File: src/hdl/tlf_pkg.sv
`default_nettype none

package tlf_pkg;

  localparam int unsigned MAX_WIDTH   = 63;
  localparam int unsigned STORE_DEPTH = 64;
  localparam int unsigned ADDR_W      = 6;
  localparam int unsigned FILL_W      = 7;

  localparam logic [7:0] NL_BYTE    = 8'd10;
  localparam logic [7:0] SPACE_BYTE = 8'd32;

  localparam logic KIND_TEXT = 1'b0;
  localparam logic KIND_END  = 1'b1;

  typedef enum logic [0:0] {
    REG_LINE_WIDTH   = 1'b0,
    REG_PUNCT_BREAKS = 1'b1
  } reg_idx_t;

  function automatic logic is_break(input logic [7:0] b, input logic punct);
    logic p;
    p = ((b >= 8'd33) && (b <= 8'd47)) || ((b >= 8'd58) && (b <= 8'd64)) ||
        ((b >= 8'd91) && (b <= 8'd96)) || ((b >= 8'd123) && (b <= 8'd126));
    return (b == SPACE_BYTE) || (punct && p);
  endfunction

endpackage

`default_nettype wire

File: src/hdl/text_line_folder.sv
// Channel | Direction | tdata          | tuser  | tlast
// in_     | slave     | [7:0] ch       | kind   | -
// out_    | master     | [7:0] out_char | -      | last
// cfg_    | write     | wdata [5:0], addr 0 line_width, 1 punct_breaks
//
// A plain append keeps in_tready high, so appends run back to back.
// A fold walks the line store back from width-1, one byte per S_SRD/S_SCHK pass on
// the single store read port, then emits each byte via S_RD, S_LD, stalling S_WAIT.
// A flush emits in the same way; the item ends when the newline is taken.
// rst_n is synchronous; the store itself is not cleared, a fill count guards it.
`default_nettype none

module text_line_folder (
  input  wire logic       clk,
  input  wire logic       rst_n,
  input  wire logic       in_tvalid,
  output logic            in_tready,
  input  wire logic [7:0] in_tdata,   // [7:0] ch
  input  wire logic       in_tuser,   // [0] kind
  output logic            out_tvalid,
  input  wire logic       out_tready,
  output logic [7:0]      out_tdata,  // [7:0] out_char
  output logic            out_tlast,
  input  wire logic       cfg_we,
  input  wire logic       cfg_addr,
  input  wire logic [5:0] cfg_wdata
);
  import tlf_pkg::*;

  typedef enum logic [2:0] {
    S_IDLE,
    S_SRD,
    S_SCHK,
    S_RD,
    S_LD,
    S_WAIT,
    S_NLW
  } state_t;

  state_t              state_r, state_nxt;
  logic [5:0]          line_width_r;
  logic                punct_r;
  logic [FILL_W-1:0]   fill_r, fill_nxt;
  logic [FILL_W-1:0]   total_r, total_nxt;
  logic [ADDR_W-1:0]   head_r, head_nxt;
  logic [ADDR_W-1:0]   idx_r, idx_nxt;
  logic [ADDR_W-1:0]   cut_r, cut_nxt;
  logic                ovalid_r, ovalid_nxt;
  logic [7:0]          odata_r, odata_nxt;
  logic                olast_r, olast_nxt;

  logic [7:0]          store [STORE_DEPTH];
  logic [7:0]          rdata_r;
  logic [ADDR_W-1:0]   raddr;
  logic [ADDR_W-1:0]   waddr;
  logic                we;
  logic [ADDR_W-1:0]   w_eff;
  logic                in_acc;
  logic                flush;

  always_comb begin
    w_eff = (line_width_r == 6'd0) ? 6'd1 : line_width_r;
    if (w_eff > ADDR_W'(MAX_WIDTH)) begin
      w_eff = ADDR_W'(MAX_WIDTH);
    end
  end

  assign in_tready = (state_r == S_IDLE);
  assign in_acc    = in_tvalid && in_tready;
  assign flush     = (in_tuser == KIND_END) || (in_tdata == NL_BYTE);
  assign raddr     = head_r + idx_r;
  assign waddr     = head_r + fill_r[ADDR_W-1:0];
  assign we        = in_acc && !flush;

  always_ff @(posedge clk) begin
    if (we) begin
      store[waddr] <= in_tdata;
    end
    rdata_r <= store[raddr];
  end

  always_ff @(posedge clk) begin
    if (!rst_n) begin
      line_width_r <= 6'd63;
      punct_r      <= 1'b0;
    end else if (cfg_we) begin
      case (reg_idx_t'(cfg_addr))
        REG_LINE_WIDTH:   line_width_r <= cfg_wdata;
        REG_PUNCT_BREAKS: punct_r      <= cfg_wdata[0];
        default:          ;
      endcase
    end
  end

  always_comb begin
    state_nxt  = state_r;
    fill_nxt   = fill_r;
    total_nxt  = total_r;
    head_nxt   = head_r;
    idx_nxt    = idx_r;
    cut_nxt    = cut_r;
    ovalid_nxt = ovalid_r;
    odata_nxt  = odata_r;
    olast_nxt  = olast_r;
    case (state_r)
      S_IDLE: begin
        if (in_acc) begin
          idx_nxt = '0;
          if (flush) begin
            total_nxt = fill_r;
            cut_nxt   = fill_r[ADDR_W-1:0];
            state_nxt = S_RD;
          end else if (fill_r < {1'b0, w_eff}) begin
            fill_nxt = fill_r + FILL_W'(1);
          end else begin
            total_nxt = fill_r + FILL_W'(1);
            cut_nxt   = w_eff;
            if (w_eff == 6'd1) begin
              state_nxt = S_RD;
            end else begin
              idx_nxt   = w_eff - 6'd1;
              state_nxt = S_SRD;
            end
          end
        end
      end
      S_SRD: state_nxt = S_SCHK;
      S_SCHK: begin
        if (is_break(rdata_r, punct_r)) begin
          cut_nxt   = idx_r;
          idx_nxt   = '0;
          state_nxt = S_RD;
        end else if (idx_r == 6'd1) begin
          idx_nxt   = '0;
          state_nxt = S_RD;
        end else begin
          idx_nxt   = idx_r - 6'd1;
          state_nxt = S_SRD;
        end
      end
      S_RD: begin
        if (idx_r == cut_r) begin
          ovalid_nxt = 1'b1;
          odata_nxt  = NL_BYTE;
          olast_nxt  = 1'b1;
          state_nxt  = S_NLW;
        end else begin
          state_nxt = S_LD;
        end
      end
      S_LD: begin
        ovalid_nxt = 1'b1;
        odata_nxt  = rdata_r;
        olast_nxt  = 1'b0;
        idx_nxt    = idx_r + 6'd1;
        state_nxt  = S_WAIT;
      end
      S_WAIT: begin
        if (out_tready) begin
          ovalid_nxt = 1'b0;
          state_nxt  = S_RD;
        end
      end
      S_NLW: begin
        if (out_tready) begin
          ovalid_nxt = 1'b0;
          head_nxt   = head_r + cut_r;
          fill_nxt   = total_r - {1'b0, cut_r};
          state_nxt  = S_IDLE;
        end
      end
      default: state_nxt = S_IDLE;
    endcase
  end

  always_ff @(posedge clk) begin
    if (!rst_n) begin
      state_r  <= S_IDLE;
      fill_r   <= '0;
      head_r   <= '0;
      ovalid_r <= 1'b0;
    end else begin
      state_r  <= state_nxt;
      fill_r   <= fill_nxt;
      head_r   <= head_nxt;
      ovalid_r <= ovalid_nxt;
    end
    total_r <= total_nxt;
    idx_r   <= idx_nxt;
    cut_r   <= cut_nxt;
    odata_r <= odata_nxt;
    olast_r <= olast_nxt;
  end

  assign out_tvalid = ovalid_r;
  assign out_tdata  = odata_r;
  assign out_tlast  = olast_r;

`ifndef SYNTHESIS
  a_ready_no_out: assert property (@(posedge clk) disable iff (!rst_n)
    in_tready |-> !out_tvalid)
    else $error("in_tready while an item is pending on out_");

  a_fill_range: assert property (@(posedge clk) disable iff (!rst_n)
    !fill_r[FILL_W-1])
    else $error("fill count above store limit");

  a_last_ends: assert property (@(posedge clk) disable iff (!rst_n)
    (out_tvalid && out_tready && out_tlast) |=> in_tready)
    else $error("not ready after the final item of a line");
`endif

endmodule

`default_nettype wire

File: config.mk
export PLATFORM = sky130hd
export DESIGN_NAME = text_line_folder
export DESIGN_NICKNAME = d
export VERILOG_FILES = /design/src/hdl/tlf_pkg.sv /design/src/hdl/text_line_folder.sv
export SDC_FILE = /design/constraint.sdc
export NUM_CORES = 1
export LEC_CHECK = 0
export ABC_AREA = 1
export BUFFER_PORTS_ARGS = -buffer_cell sky130_fd_sc_hd__clkbuf_2
export CELL_PAD_IN_SITES_DETAIL_PLACEMENT = 0
export CELL_PAD_IN_SITES_GLOBAL_PLACEMENT = 1
export CORE_ASPECT_RATIO = 1.25
export CORE_MARGIN = 3
export CORE_UTILIZATION = 51
export DETAILED_ROUTE_END_ITERATION = 16
export GPL_ROUTABILITY_DRIVEN = 0
export PLACE_DENSITY = 0.78
export REMOVE_ABC_BUFFERS = 1
export SLEW_MARGIN = 10
export SYNTH_ARGS = -nofsm -noshare
export SYNTH_HDL_FRONTEND = slang
export SYNTH_SLANG_ARGS = --single-unit
File: constraint.sdc
create_clock -name clk -period 2.7 [get_ports clk]
set_input_delay 0.27 -clock clk [delete_from_list [all_inputs] [get_ports clk]]
set_output_delay 0.27 -clock clk [all_outputs]
set_load 0.01 [all_outputs]
==> impl_metrics.py <==
metrics = {
    "cells_and_area": {
        "nFillCells": 3708,
        "area_growth_pct": 20.2,
        "drive_above_1_share_pct": 19.7,
        "insertedDiodeCount": 0,
        "design_area_um2": 29500,
        "final_cells": 3004,
        "multiInputGateArea_um2": 7510,
        "layout.area.seq_um2": 16900,
        "fin_nets": 2384,
    },
    "synthesis": {
        "synthArstFlopShare_pct": 0,
        "syn_avg_cell_area_um2": 11.4,
        "ys_types": 42,
        "yosysSeqAreaShare_pct": 68.8,
        "synth_flop_cell": "edfxtp_1",
        "syn_inst": 2155,
        "synth_largest_area_cell": "edfxtp_1",
        "syn-cell-area_um2": 24500,
        "yosysWarnings": 0,
        "synth_top_area_share_pct": 66.2,
        "synth_edf_count": 540,
        "yosys-top-cells-area": "edfxtp_1 (66%), nor2_1 (6.6%), o21ai_0 (5.8%), nand2_1 (4.0%), dfxtp_1 (2.6%)",
        "ys_ff_latch": 572,
    },
    "status": {
        "violations": "negative setup slack",
        "status": "finished, violations left",
    },
    "timing": {
        "period_share_pct": 104,
        "rsz0062_at_grt": "yes",
        "worst_slack_ns": -0.118,
        "setup_viol": 16,
        "skew_ns": 0.0220,
        "slew_headroom_pct": 43.8,
        "hold_violations": 0,
        "fin_crit_ns": 2.82,
        "fin_setup_tns_ns": -0.707,
        "tightestPinTransition_ns": 0.842,
        "fmax_mhz": 355,
        "finalMaxSlewViolations": 0,
    },
    "setup_path": {
        "arrival_ns": 3.37,
        "start_kind": "flip-flop",
        "worstPathRequired_ns": 3.26,
        "endpoint_kind": "flip-flop",
        "critPathMaxFanout": 8,
        "critical_path_class": "reg -> reg",
    },
    "power_and_ir_drop": {
        "clkPwrFrac_pct": 30.2,
        "p_seq_share_pct": 42.0,
        "ir_drop_v": 0.000574,
        "pwr_density_cell_nw_per_um2": 818,
        "switchingPower_mw": 7.67,
        "p_int_mw": 16.4,
        "leakage_nw": 10.4,
        "pwr-share-comb_pct": 27.8,
        "switching_share_pct": 31.8,
    },
    "place": {
        "post_dp_cell_area_um2": 26300,
        "port_buffers": 31,
        "dp.cells": 2862,
        "dp_hpwl_um": 41500,
    },
    "cts": {
        "cts_buffers": 53,
        "clock_latency_ns": 0.62,
        "clk_pin_slew_ns": 0.06,
        "cts_tree": "done",
        "cts_num_sinks": 572,
        "cts-htree-levels": 2,
        "cts_max_path_buffers": 3,
        "root_buffer": "clkbuf_16",
    },
    "floorplan": {
        "core_um2": 47300,
        "dieArea_um2": 50700,
        "initial_utilization_pct": 51.8,
        "ios": 32,
        "die_h_um": 251,
        "die_w_um": 202,
        "rows": 89,
    },
    "grt": {
        "grt_usage_pct": 26.2,
        "grt_pass1_vias": 16800,
        "grt_pass1_wl_um": 102000,
        "grt_antenna_before_repair": 0,
        "grt-ovfl-total": 0,
        "grt_max_degree": 78,
    },
    "route": {
        "drt-pass1-iter-count": 5,
        "routed_wirelength_um": 66900,
        "drtIter0Drc": 1775,
        "wl_per_cell_um": 22.3,
        "vias": 17400,
        "vias_per_cell": 5.80,
        "final_antenna_net_count": 0,
        "route.detailed.drc": 0,
    },
    "worst_hold_path": {
        "hold_class": "in -> reg",
    },
    "flow_run": {
        "drv_cap": 0,
    },
}
cell families after synthesis:
family,count (synthesis),share of synthesized area (%)
AO/OA/AOI/OAI,501,11.2
XOR/XNOR,33,1.24
adder cells (fa/ha/maj),36,1.96
buffers and inverters,200,3.57
flip-flops,572,68.8
AND/OR/NAND/NOR,813,13.3
state kept, by name, summed over array words and instances (netlist names):
register / count
punct_r: 1
out_tvalid: 1
rdata_r: 8
out_tdata: 8
total_r: 7
cut_r: 6
fill_r: 7
out_tlast: 1
store: 512
head_r: 6
state_r: 3
idx_r: 6
line_width_r: 6
metal layers:
layer / global-route usage [%] / up-vias / part of all wire (%)
met5: 0 / - / 0
met4: 11.2 / 0 / 4.6
met3: 4.11 / 139 / 6.7
met2: 43.2 / 684 / 49
met1: 34.8 / 8546 / 40
li1: - / 8040 / -
cells in the final DEF, fill, tap and decap left out, drive strengths merged, types with 24 or more instances in the layout:
cell    Yosys  layout
o22ai      65      65
clkbuf     61      98
buf        54     189
dfxtp      32      32
inv        84      87
nor2      434     434
o21ai     342     342
nand3      95      95
xor2       24      24
a21oi      42      42
o211ai     24      24
edfxtp    540     540
nand2     261     261
ha         32      32
critical path: stages, from the launching register on:
cell and delay, ns:
edfxtp_1 0.43, ha_4 0.19, fa_4 0.79, buf_12 0.16
buf_12 0.17, buf_4 0.13, o21ai_0 0.08, o22ai_1 0.20
nand2_1 0.12, nand3_2 0.11, nand3_4 0.10, o21ai_4 0.10
nand2_2 0.08, nand2_1 0.08
power groups by stage:
stage          Clock, mW  Sequential (mW)  Combinational (mW)
2_1_floorplan          0             10.2                3.18
3_3_place_gp           0             10.3                5.43
3_5_place_dp           0             10.3                5.46
4_1_cts             7.38             10.1                6.28
5_1_grt             7.73             10.1                7.25
6_report            7.28             10.1                6.71
metrics by stage:
step	hold WS (ns)	worst slack, ns	power, mW	util, %
2_1_floorplan	0.369	-5.56	13.4	-
3_3_place_gp	0.465	-0.540	15.7	55.6
3_5_place_dp	0.469	-0.554	15.8	55.6
4_1_cts	0.0532	-0.174	23.8	61.0
5_1_grt	0.130	-0.187	25.1	62.3
6_report	0.102	-0.118	24.1	62.3
synthesized netlist by cell type (4+ instances only):
cell	n
edfxtp_1	540
nor2_1	431
o21ai_0	286
nand2_1	258
nand3_1	95
inv_1	80
o22ai_1	65
clkbuf_1	60
o21ai_1	56
a21oi_1	42
buf_2	38
dfxtp_1	32
ha_1	32
o211ai_1	24
xor2_1	23
o221ai_1	16
nand4_1	10
xnor2_1	8
buf_6	7
nor3_1	7
buf_4	6
o21bai_1	5
fa_1	4
inv_2	4
cell type report:
class / instances / area share (%)
well taps: 637 / 2.70
inverters: 85 / 1.11
repair buffers: 232 / 7.87
clock inverters: 30 / 0.892
flip-flops and latches: 572 / 57.2
clock buffers: 65 / 4.72
multi-input cells: 1383 / 25.5
timing repair:
action                                  4_1_cts  5_1_grt
buffers inserted                             19       11
gates cloned                                  9        2
endpoints found under the setup margin      312      477
resized for setup                           128      138
pin swaps                                    34       68
endpoints found under the hold margin        10        0
hold buffers                                 10        0
path summary, 6_finish.rpt:
| check | startpoint | end | slack (ns) | cells after the start |
|---|---|---|---|---|
| setup / recovery | idx_r[0]$_DFFE_PP_ | rdata_r[2]$_DFF_P_ | -0.12 | 13 |
| setup reg to reg | idx_r[0]$_DFFE_PP_ | rdata_r[2]$_DFF_P_ | -0.12 | 13 |
| hold / removal | in_tvalid | state_r[1]$_SDFFE_PN0P_ | 0.10 | 5 |
| hold reg to reg | out_tvalid$_SDFFE_PN0P_ | out_tvalid$_SDFFE_PN0P_ | 0.48 | 2 |
Note: power is estimated with default switching activity, not from simulation.
